$ cat src/hdl/ict_pkg.sv
// ----------------------------------------------------------------------------
// ict_pkg
// Shared types and constants for the interval cover tracker.
// ----------------------------------------------------------------------------
package ict_pkg;

  localparam int MAX_SPANS_DEF = 16;

  localparam logic [63:0] SIGN_BIT = 64'h8000_0000_0000_0000;

  localparam logic [1:0] OP_COVER = 2'd0;
  localparam logic [1:0] OP_QUERY = 2'd1;
  localparam logic [1:0] OP_CLEAR = 2'd2;

  localparam logic REG_MIN_BOUND = 1'b0;
  localparam logic REG_MAX_BOUND = 1'b1;

  typedef struct packed {
    logic [1:0]         op;
    logic signed [63:0] span_start;
    logic signed [63:0] span_end;
    logic signed [63:0] query_value;
  } in_item_t;

  typedef struct packed {
    logic               covered;
    logic               fully_covered;
    logic signed [63:0] uncovered_low;
    logic signed [63:0] uncovered_high;
    logic [4:0]         span_total;
    logic               table_full;
  } out_item_t;

  // per cell compare results
  typedef struct packed {
    logic below;
    logic touch;
    logic hit;
  } cell_flags_t;

endpackage

$ cat src/hdl/ict_cell.sv
// ----------------------------------------------------------------------------
// ict_cell
// One table entry: holds a span in offset form and compares it with the item.
// ----------------------------------------------------------------------------
module ict_cell
  import ict_pkg::*;
(
  input  logic        clk,
  input  logic        valid,
  input  logic [63:0] new_first,
  input  logic [63:0] new_last,
  input  logic [63:0] query,
  input  logic        load_en,
  input  logic [63:0] load_first,
  input  logic [63:0] load_last,
  output logic [63:0] first,
  output logic [63:0] last,
  output cell_flags_t flags
);

  logic [63:0] first_r;
  logic [63:0] last_r;
  logic        gap_before;
  logic        gap_after;

  // 65-bit compares so that +1 never wraps
  assign gap_before = {1'b0, new_first} > ({1'b0, last_r} + 65'd1);
  assign gap_after  = {1'b0, first_r} > ({1'b0, new_last} + 65'd1);

  assign flags.below  = valid && gap_before;
  assign flags.touch  = valid && !gap_before && !gap_after;
  assign flags.hit    = valid && (query >= first_r) && (query <= last_r);

  assign first = first_r;
  assign last  = last_r;

  always_ff @(posedge clk) begin
    if (load_en) begin
      first_r <= load_first;
      last_r  <= load_last;
    end
  end

endmodule

$ cat config.mk
export PLATFORM = sky130hd
export DESIGN_NAME = ict_cell
export DESIGN_NICKNAME = d
export VERILOG_FILES = /design/src/hdl/ict_pkg.sv /design/src/hdl/ict_cell.sv
export SDC_FILE = /design/constraint.sdc
export NUM_CORES = 1
export LEC_CHECK = 0
export BUFFER_PORTS_ARGS = -buffer_cell sky130_fd_sc_hd__buf_2
export CAP_MARGIN = 15
export CORE_AREA = 2 2 174 176
export DETAILED_ROUTE_END_ITERATION = 7
export DIE_AREA = 0 0 176 178
export PLACE_DENSITY_LB_ADDON = 0.08
export SYNTH_ARGS = -nofsm -noshare
export SYNTH_HDL_FRONTEND = slang
export SYNTH_SLANG_ARGS = --single-unit
$ cat constraint.sdc
create_clock -name clk -period 7.3 [get_ports clk]
set_input_delay 0.73 -clock clk [delete_from_list [all_inputs] [get_ports clk]]
set_output_delay 0.73 -clock clk [all_outputs]
set_load 0.01 [all_outputs]
==> results.cfg, run 1 <==
[synth]
synth_mux_area_frac = 0
ys_seq_area_frac = 0.315
synth_cells = 1264
synth_most_common_cell = ha_1
synth_edf_count = 128
syn_nets = 1845
yosys.area_share.simple = 0.176
synth_area_um2 = 12200
synth_cell_types = 53
synth_warnings = 0
netlist.area_leader.share = 0.315
synth-compound-area-share = 0.109
async_reset_ff_frac = 0
synth_xor_area_frac = 0.0891
ys.flop_type = edfxtp_1
ys_seq_elements = 128
yosys-top-cells-count = 258 x ha_1, 144 x inv_1, 128 x edfxtp_1, 88 x nand2_1, 86 x a21oi_1
synth_top_family_by_area = adder cells
synth_largest_area_cell = edfxtp_1
yosys-top-cells-area = edfxtp_1 32%, ha_1 26%, xnor2_1 6.0%
syn_avg_cell_area_um2 = 9.64
synthAdderAreaFrac = 0.265

[setup_path]
worst_ep_arrival_time_ns = 5.64
crit_chain = and4_1 -> and2_1 -> nand3_2 -> nor3_2 -> nand3_1 -> or3_1 -> nor2_1 -> xnor2_1 -> ha_1 -> nand4_1 -> nor4_1 -> nand3_1 -> nor4_1 -> a311oi_1 -> o21ai_0 -> a21boi_0 -> a21boi_2 -> buf_2
start_kind = flip-flop
worstSetupEndpointType = output pin
path_class = reg -> out
max_stage_delay_ns = 0.48
crit_fanout = 8
slowest_stage = or3_1
required_ns = 6.57

[global_routing]
grt.busiest_layer = met2
met2_usage = 0.497
grt_overflow = 0
grt_pass1_wl_um = 62800
grt.met1_usage = 0.307
met3_usage = 0.0750
grt_max_degree = 77
grt_pass1_vias = 11400
antenna_found_initial = 9
track_usage = 0.270

[timing]
rsz0062_at_grt = false
post-route-min-period_ns = 6.37
setup_tns_ns = 0
drv_slew = 0
setup_viol_count_final = 0
worstMarginPinSlew_ns = 1.01
hold_viol = 0
clock.fmax_mhz = 157
period_share = 0.873
fin_ws_ns = 0.928
relSlewSlack = 0.328

[cts]
cts_hold_buffers = 0
cts.path.max_buffers = 2
htreeDepth = 4
cts_setup_buffers = 0
numCtsBuffers = 17
cts_resized = 0
path_clk_slew_ns = 0.07
root_buffer = clkbuf_16
cts_tree = done
cts.sink_count = 128

[placement]
placed_cell_area_um2 = 14900
placement.io_buffers = 453
hpwl_um = 36800
place_ws_ns = 1.42
gp_congestion = 0.930

[floorplanning]
die_area_um2 = 31300
io_pins = 454
coreArea_um2 = 29400
die_w_um = 176
rows = 63
start_util = 0.414
fp.dieH_um = 178

[detailed_routing]
avgViaCountPerCell = 5.28
wire_per_inst_um = 20.0
routed_wl_um = 42800
drt-pass1-iter-count = 5
antenna_left = 0
drt_iter0_drc = 571
drcViolationCount = 0
vias = 11300

[pwr]
ir_drop_mv = 0.159
p_leak_uw = 0.00749
power.density_nw_per_um2 = 163

[final_layout]
drive_gt1_frac = 0.288
layout.nets = 2316
regArea_um2 = 3840
fillers = 2851
area_growth_pct = 27.7
fin_area_um2 = 15600
multiInputGateArea_um2 = 7780

[hold_path]
hp-class = in -> reg
holdPathStages = 1

[status]
status = finished clean

[flow_run]
cap_violations = 0
[metal layers]
layer,share of wire,vias to the layer above,routed length (um)
met4,0.018,8,787
met1,0.40,5225,17300
li1,-,5656,-
met5,0.0012,-,53
met3,0.070,48,3000
met2,0.51,373,21600
[state kept, by name (all words and copies together) (netlist names)]
signal	cells
last	64
first	64
[worst paths after layout]
kind            from        end  slack (ns)
max          last[2]   flags[1]        0.93
min   load_first[37]  first[37]        0.45
[kinds of logic (layout without fill, tap and decap cells)]
group | after synthesis | after routing
buffers and inverters | 147 | 631
AO/OA/AOI/OAI | 216 | 216
adder cells (fa/ha/maj) | 258 | 258
XOR/XNOR | 124 | 124
other | 0 | 5
flip-flops | 128 | 128
AND/OR/NAND/NOR | 391 | 391
[power breakdown]
part           internal (uW)  switching (uW)  leakage [uW]  total, uW
logic                    304             368       0.00595        672
clock network            540             363      0.000291        903
registers                879            79.6       0.00125        959
[critical path: cells and delay by family, from the launching register on]
kind                       cells  cell delay [ns]
and+or+nand+nor               11             3.26
adders and majority gates      1             0.31
buffers and inverters          1             0.15
xor gates and xnor gates       1             0.09
AOI/OAI and AO/OA              4             0.91
DFF                            1             0.47
[final cells by class]
class,instances,area share
antenna,5,0.000804
clock buffer,17,0.0273
clock inverter,15,0.0118
inverter,145,0.0350
multi-input combinational,989,0.500
sequential,128,0.247
tap,390,0.0314
timing repair buffer,454,0.147
[cells in the final DEF, fill, tap and decap left out, types with 54 or more instances in the layout]
| master | count |
|---|---|
| xnor2_1 | 84 |
| buf_2 | 452 |
| nand3_1 | 61 |
| a21oi_1 | 86 |
| ha_1 | 258 |
| edfxtp_1 | 128 |
| nand4_1 | 67 |
| inv_1 | 144 |
| nand2_1 | 88 |
| nor2_1 | 54 |
[stage by stage]
stage / instances / hold WS (ns) / power (uW) / util
detailed placement: 2106 / 0.908 / 1640 / 0.508
global placement: 2106 / 0.906 / 1630 / 0.508
CTS: 2138 / 0.429 / 2560 / 0.529
global route: 2139 / 0.426 / 2680 / 0.529
floorplan: 1264 / 0.829 / 1310 / -
finish: 2143 / 0.447 / 2530 / 0.529
Power figures use the tool's default switching activity.
==> run 2, diff against run 1 <==
--- a/config.mk
+++ b/config.mk
@@ -7,9 +7,9 @@
 export LEC_CHECK = 0
 export BUFFER_PORTS_ARGS = -buffer_cell sky130_fd_sc_hd__buf_2
 export CAP_MARGIN = 15
-export CORE_AREA = 2 2 174 176
+export CORE_AREA = 2 2 190 192
 export DETAILED_ROUTE_END_ITERATION = 7
-export DIE_AREA = 0 0 176 178
+export DIE_AREA = 0 0 192 194
 export PLACE_DENSITY_LB_ADDON = 0.08
 export SYNTH_ARGS = -nofsm -noshare
 export SYNTH_HDL_FRONTEND = slang
==> constraint.sdc (replaced) <==
create_clock -name clk -period 7.3 [get_ports clk]
set_input_delay 1.46 -clock clk [delete_from_list [all_inputs] [get_ports clk]]
set_output_delay 1.46 -clock clk [all_outputs]
set_load 0.01 [all_outputs]
==> run 2 against run 1 <==
Net effect:
- combinational power fell by 0.6%
- first-iteration DRC count fell by 34%
- core utilization fell by 8.3 points
- global-route usage fell by 3.2 points
- via count rose by 0.74%
- fmax fell by 6.8%
- wire length rose by 4.1%
- largest power group unchanged
==> results.cfg, run 2 (same netlist as run 1, synthesis figures left out) <==
[setup_path]
worst_ep_arrival_time_ns = 5.38
crit_fanout = 5
worstSetupEndpointType = output pin
max_stage_delay_ns = 0.59
required_ns = 5.84
slowest_stage = or4_4
path_class = in -> out
crit_family = simple AND/OR/NAND/NOR gates
crit_chain = buf_2 -> and4_1 -> nand3_1 -> or4_4 -> or3_4 -> or2_1 -> nor2_1 -> xnor2_1 -> ha_1 -> a2111oi_0 -> a21oi_1 -> a2111oi_0 -> o21ai_0 -> a21o_1 -> a21boi_2 -> buf_2
start_kind = input pin
cp.buffers_inverters = 2

[detailed_routing]
drt_iter0_drc = 378
wire_per_inst_um = 20.1
drcViolationCount = 0
routed_wl_um = 44600
antenna_left = 0
avgViaCountPerCell = 5.13
vias = 11400
drt-pass1-iter-count = 5

[global_routing]
grt_pass1_wl_um = 66100
track_usage = 0.238
grt_overflow = 0
grt_pass1_vias = 11800
antenna_found_initial = 13
grt_max_degree = 71

[final_layout]
drive_gt1_frac = 0.292
area_growth_pct = 28.9
final_common_cell = buf_2
layout.nets = 2322
final_cell_mix = 452 x buf_2, 258 x ha_1, 144 x inv_1
fin_cells = 2221

[hold_path]
hp-class = in -> reg

[timing]
period_share = 0.937
worstMarginPinSlew_ns = 0.870
drv_slew = 0
rsz0062_at_grt = false
relSlewSlack = 0.415
setup_viol_count_final = 0
clock.fmax_mhz = 146
post-route-min-period_ns = 6.84
hold_viol = 0
setup_tns_ns = 0

[floorplanning]
fp.dieH_um = 194
io_pins = 454
rows = 69
die_w_um = 192
coreArea_um2 = 35200
die_area_um2 = 37200
start_util = 0.346

[placement]
placement.io_buffers = 453
hpwl_um = 38600
dp.cells = 2183
gp_congestion = 0.892

[pwr]
finalPower_uw = 2530
p_leak_uw = 0.00752
ir_drop_mv = 0.224
power.density_nw_per_um2 = 161

[cts]
numCtsBuffers = 17
cts.path.max_buffers = 2
htreeDepth = 4
cts_tree = done
path_clk_slew_ns = 0.07
cts.sink_count = 128
cts_setup_buffers = 0
root_buffer = clkbuf_16

[status]
status = finished clean

[flow_run]
cap_violations = 0
## run 2: power by group
group / total [uW] / leakage, uW / internal [uW] / switching [uW]
Sequential: 961 / 0.00125 / 879 / 81.9
Combinational: 668 / 0.00598 / 304 / 364
Clock: 903 / 0.000286 / 514 / 389
## run 2: routing by layer
layer | track usage | up-vias | share of wire
met5 | 0 | - | 0.0022
met4 | 0.0563 | 14 | 0.014
met3 | 0.0661 | 50 | 0.070
met2 | 0.433 | 339 | 0.50
met1 | 0.274 | 5327 | 0.41
li1 | - | 5664 | -
## run 2: final timing paths
kind | start | to | slack (ns) | cells after the start
max | new_last[18] | flags[1] | 0.46 | 16
min | load_last[29] | last[29] | 1.17 | 1
## run 2: stage by stage
step	hold slack, ns	utilization	cell area (um^2)	setup WS, ns
3_3_place_gp	1.64	0.428	15100	0.490
2_1_floorplan	1.56	-	12200	1.09
3_5_place_dp	1.64	0.428	15100	0.407
5_1_grt	1.15	0.446	15700	0.0649
6_report	1.17	0.446	15700	0.463
4_1_cts	1.14	0.445	15700	0.265
## run 2: final cells by class
cell class	instances	area (um^2)
flip-flops and latches	128	3840
fillers	3597	19500
inverters	145	544
repair buffers	460	2330
clock inverters	15	178
diodes	6	15.0
clock buffers	17	425
well taps	461	577
multi-input cells	989	7790
## run 2: timing repair
| action | in CTS | in global routing |
|---|---|---|
| hold buffers | 0 | 0 |
| endpoints found under the setup margin | 0 | 2 |
| gates resized for setup | 0 | 3 |
==> run 3, diff against run 2 <==
--- a/config.mk
+++ b/config.mk
@@ -7,6 +7,8 @@
 export LEC_CHECK = 0
 export BUFFER_PORTS_ARGS = -buffer_cell sky130_fd_sc_hd__buf_2
 export CAP_MARGIN = 15
+export CELL_PAD_IN_SITES_DETAIL_PLACEMENT = 0
+export CELL_PAD_IN_SITES_GLOBAL_PLACEMENT = 1
 export CORE_AREA = 2 2 190 192
 export DETAILED_ROUTE_END_ITERATION = 7
 export DIE_AREA = 0 0 192 194
==> run 3 against run 2 <==
Net effect:
- global-route usage down 0.22 points
- critical path depth unchanged
- first-iteration DRC count down 3.2%
- wire length up 0.22%
- cell count about the same
- via count down 0.54%
- clock power up 2.7%
- worst hold slack about the same
- sequential share of layout area about the same
- sequential cell count unchanged
- largest cell class unchanged
==> results.cfg, run 3 (same netlist as run 1, synthesis figures left out) <==
[status]
status = finished clean

[global_routing]
grt_pass1_wl_um = 65200
grt_max_degree = 67
track_usage = 0.236
grt_pass1_vias = 11500
grt_overflow = 0
antenna_found_initial = 16

[cts]
root_buffer = clkbuf_16
cts.path.max_buffers = 2
path_clk_slew_ns = 0.08
cts_tree = done
cts_setup_buffers = 0
htreeDepth = 4
numCtsBuffers = 17
cts.sink_count = 128

[final_layout]
final_common_cell = buf_2
area_growth_pct = 28.8
layout.nets = 2317
drive_gt1_frac = 0.288
final_cell_mix = 452 x buf_2, 258 x ha_1, 144 x inv_1

[detailed_routing]
wire_per_inst_um = 20.1
avgViaCountPerCell = 5.10
vias = 11300
drcViolationCount = 0
drt-pass1-iter-count = 4
routed_wl_um = 44600
drt_iter0_drc = 366
antenna_left = 0

[floorplanning]
die_w_um = 192
rows = 69
io_pins = 454
start_util = 0.346
coreArea_um2 = 35200
fp.dieH_um = 194
die_area_um2 = 37200

[timing]
drv_slew = 0
post-route-min-period_ns = 6.93
period_share = 0.949
worstMarginPinSlew_ns = 0.848
clock.fmax_mhz = 144
relSlewSlack = 0.434
setup_tns_ns = 0
hold_ws_ns = 1.17
hold_viol = 0
setup_viol_count_final = 0
fin_ws_ns = 0.372
rsz0062_at_grt = false

[setup_path]
crit_cells = 16
crit_path_frequent_cell = nand4_1
worst_ep_arrival_time_ns = 5.47
crit_fanout = 8
path_class = in -> out
required_ns = 5.84
max_stage_delay_ns = 0.62
crit_family = simple AND/OR/NAND/NOR gates
worstSetupEndpointType = output pin
slowest_stage = or4_4
start_kind = input pin
cp.buffers_inverters = 2
crit_chain = buf_2 -> and3_1 -> nand3_1 -> or4_4 -> nor4_4 -> and3_1 -> nand4_1 -> xor2_1 -> ha_1 -> nand4_1 -> nor2_1 -> nand4_1 -> nor4_1 -> nand4b_1 -> a21boi_2 -> buf_2

[pwr]
switching_share = 0.323
p_leak_uw = 0.00752
p_int_uw = 1730
pwr-share-clk = 0.363
power.density_nw_per_um2 = 163
pwr-share-seq = 0.376
share_comb_of_total_power = 0.261
power_switching_uw = 826
ir_drop_mv = 0.180

[flow_run]
cap_violations = 0

[placement]
gp_congestion = 0.873
place_ws_ns = 0.385
placement.io_buffers = 453
hpwl_um = 38300

[hold_path]
holdPathStages = 1
hp-class = in -> reg
## run 3: changes by cell type in the layout (fill, tap and decap cells not counted), sizes merged
cell | previous run | this run
buf | 460 | 455
bufinv | 2 | 3
clkinv | 4 | 2
clkinvlp | 3 | 2
diode | 6 | 10
inv | 151 | 153
## run 3: stage by stage
step	instances	utilization	area (um^2)	power, uW
finish	2220	0.445	15700	2560
CTS	2210	0.445	15700	2590
global placement	2178	0.427	15000	1640
global route	2215	0.445	15700	2720
detailed placement	2178	0.427	15000	1650
floorplan	1264	-	12200	1310
## run 3: per-layer routing
layer,part of all wire,track usage,up-vias
met4,0.019,0.0633,18
met2,0.51,0.430,340
met3,0.070,0.0657,54
met1,0.40,0.267,5260
li1,-,-,5660
met5,0.0025,0,-
## run 3: final cells by class
| type | instances | area (um^2) |
|---|---|---|
| Antenna cell | 10 | 25.0 |
| Clock buffer | 17 | 425 |
| Clock inverter | 15 | 198 |
| Fill cell | 3564 | 19500 |
| Inverter | 145 | 544 |
| Multi-Input combinational cell | 989 | 7790 |
| Sequential cell | 128 | 3840 |
| Tap cell | 461 | 577 |
| Timing Repair Buffer | 455 | 2290 |
## run 3: path summary, 6_finish.rpt
path,from,to
worst max-delay path,new_last[13],flags[1]
worst min-delay path,load_first[2],first[2]
## run 3: timing repair
item                       CTS  global route
gates resized for setup      0             2
setup endpoints to repair    0             2
hold buffers                 0             0
## run 3: power groups by stage
stage	combinational [uW]	clock (uW)	sequential [uW]
floorplan	348	0	967
global placement	661	0	980
detailed placement	668	0	981
CTS	674	954	966
global route	763	983	971
finish	667	927	963
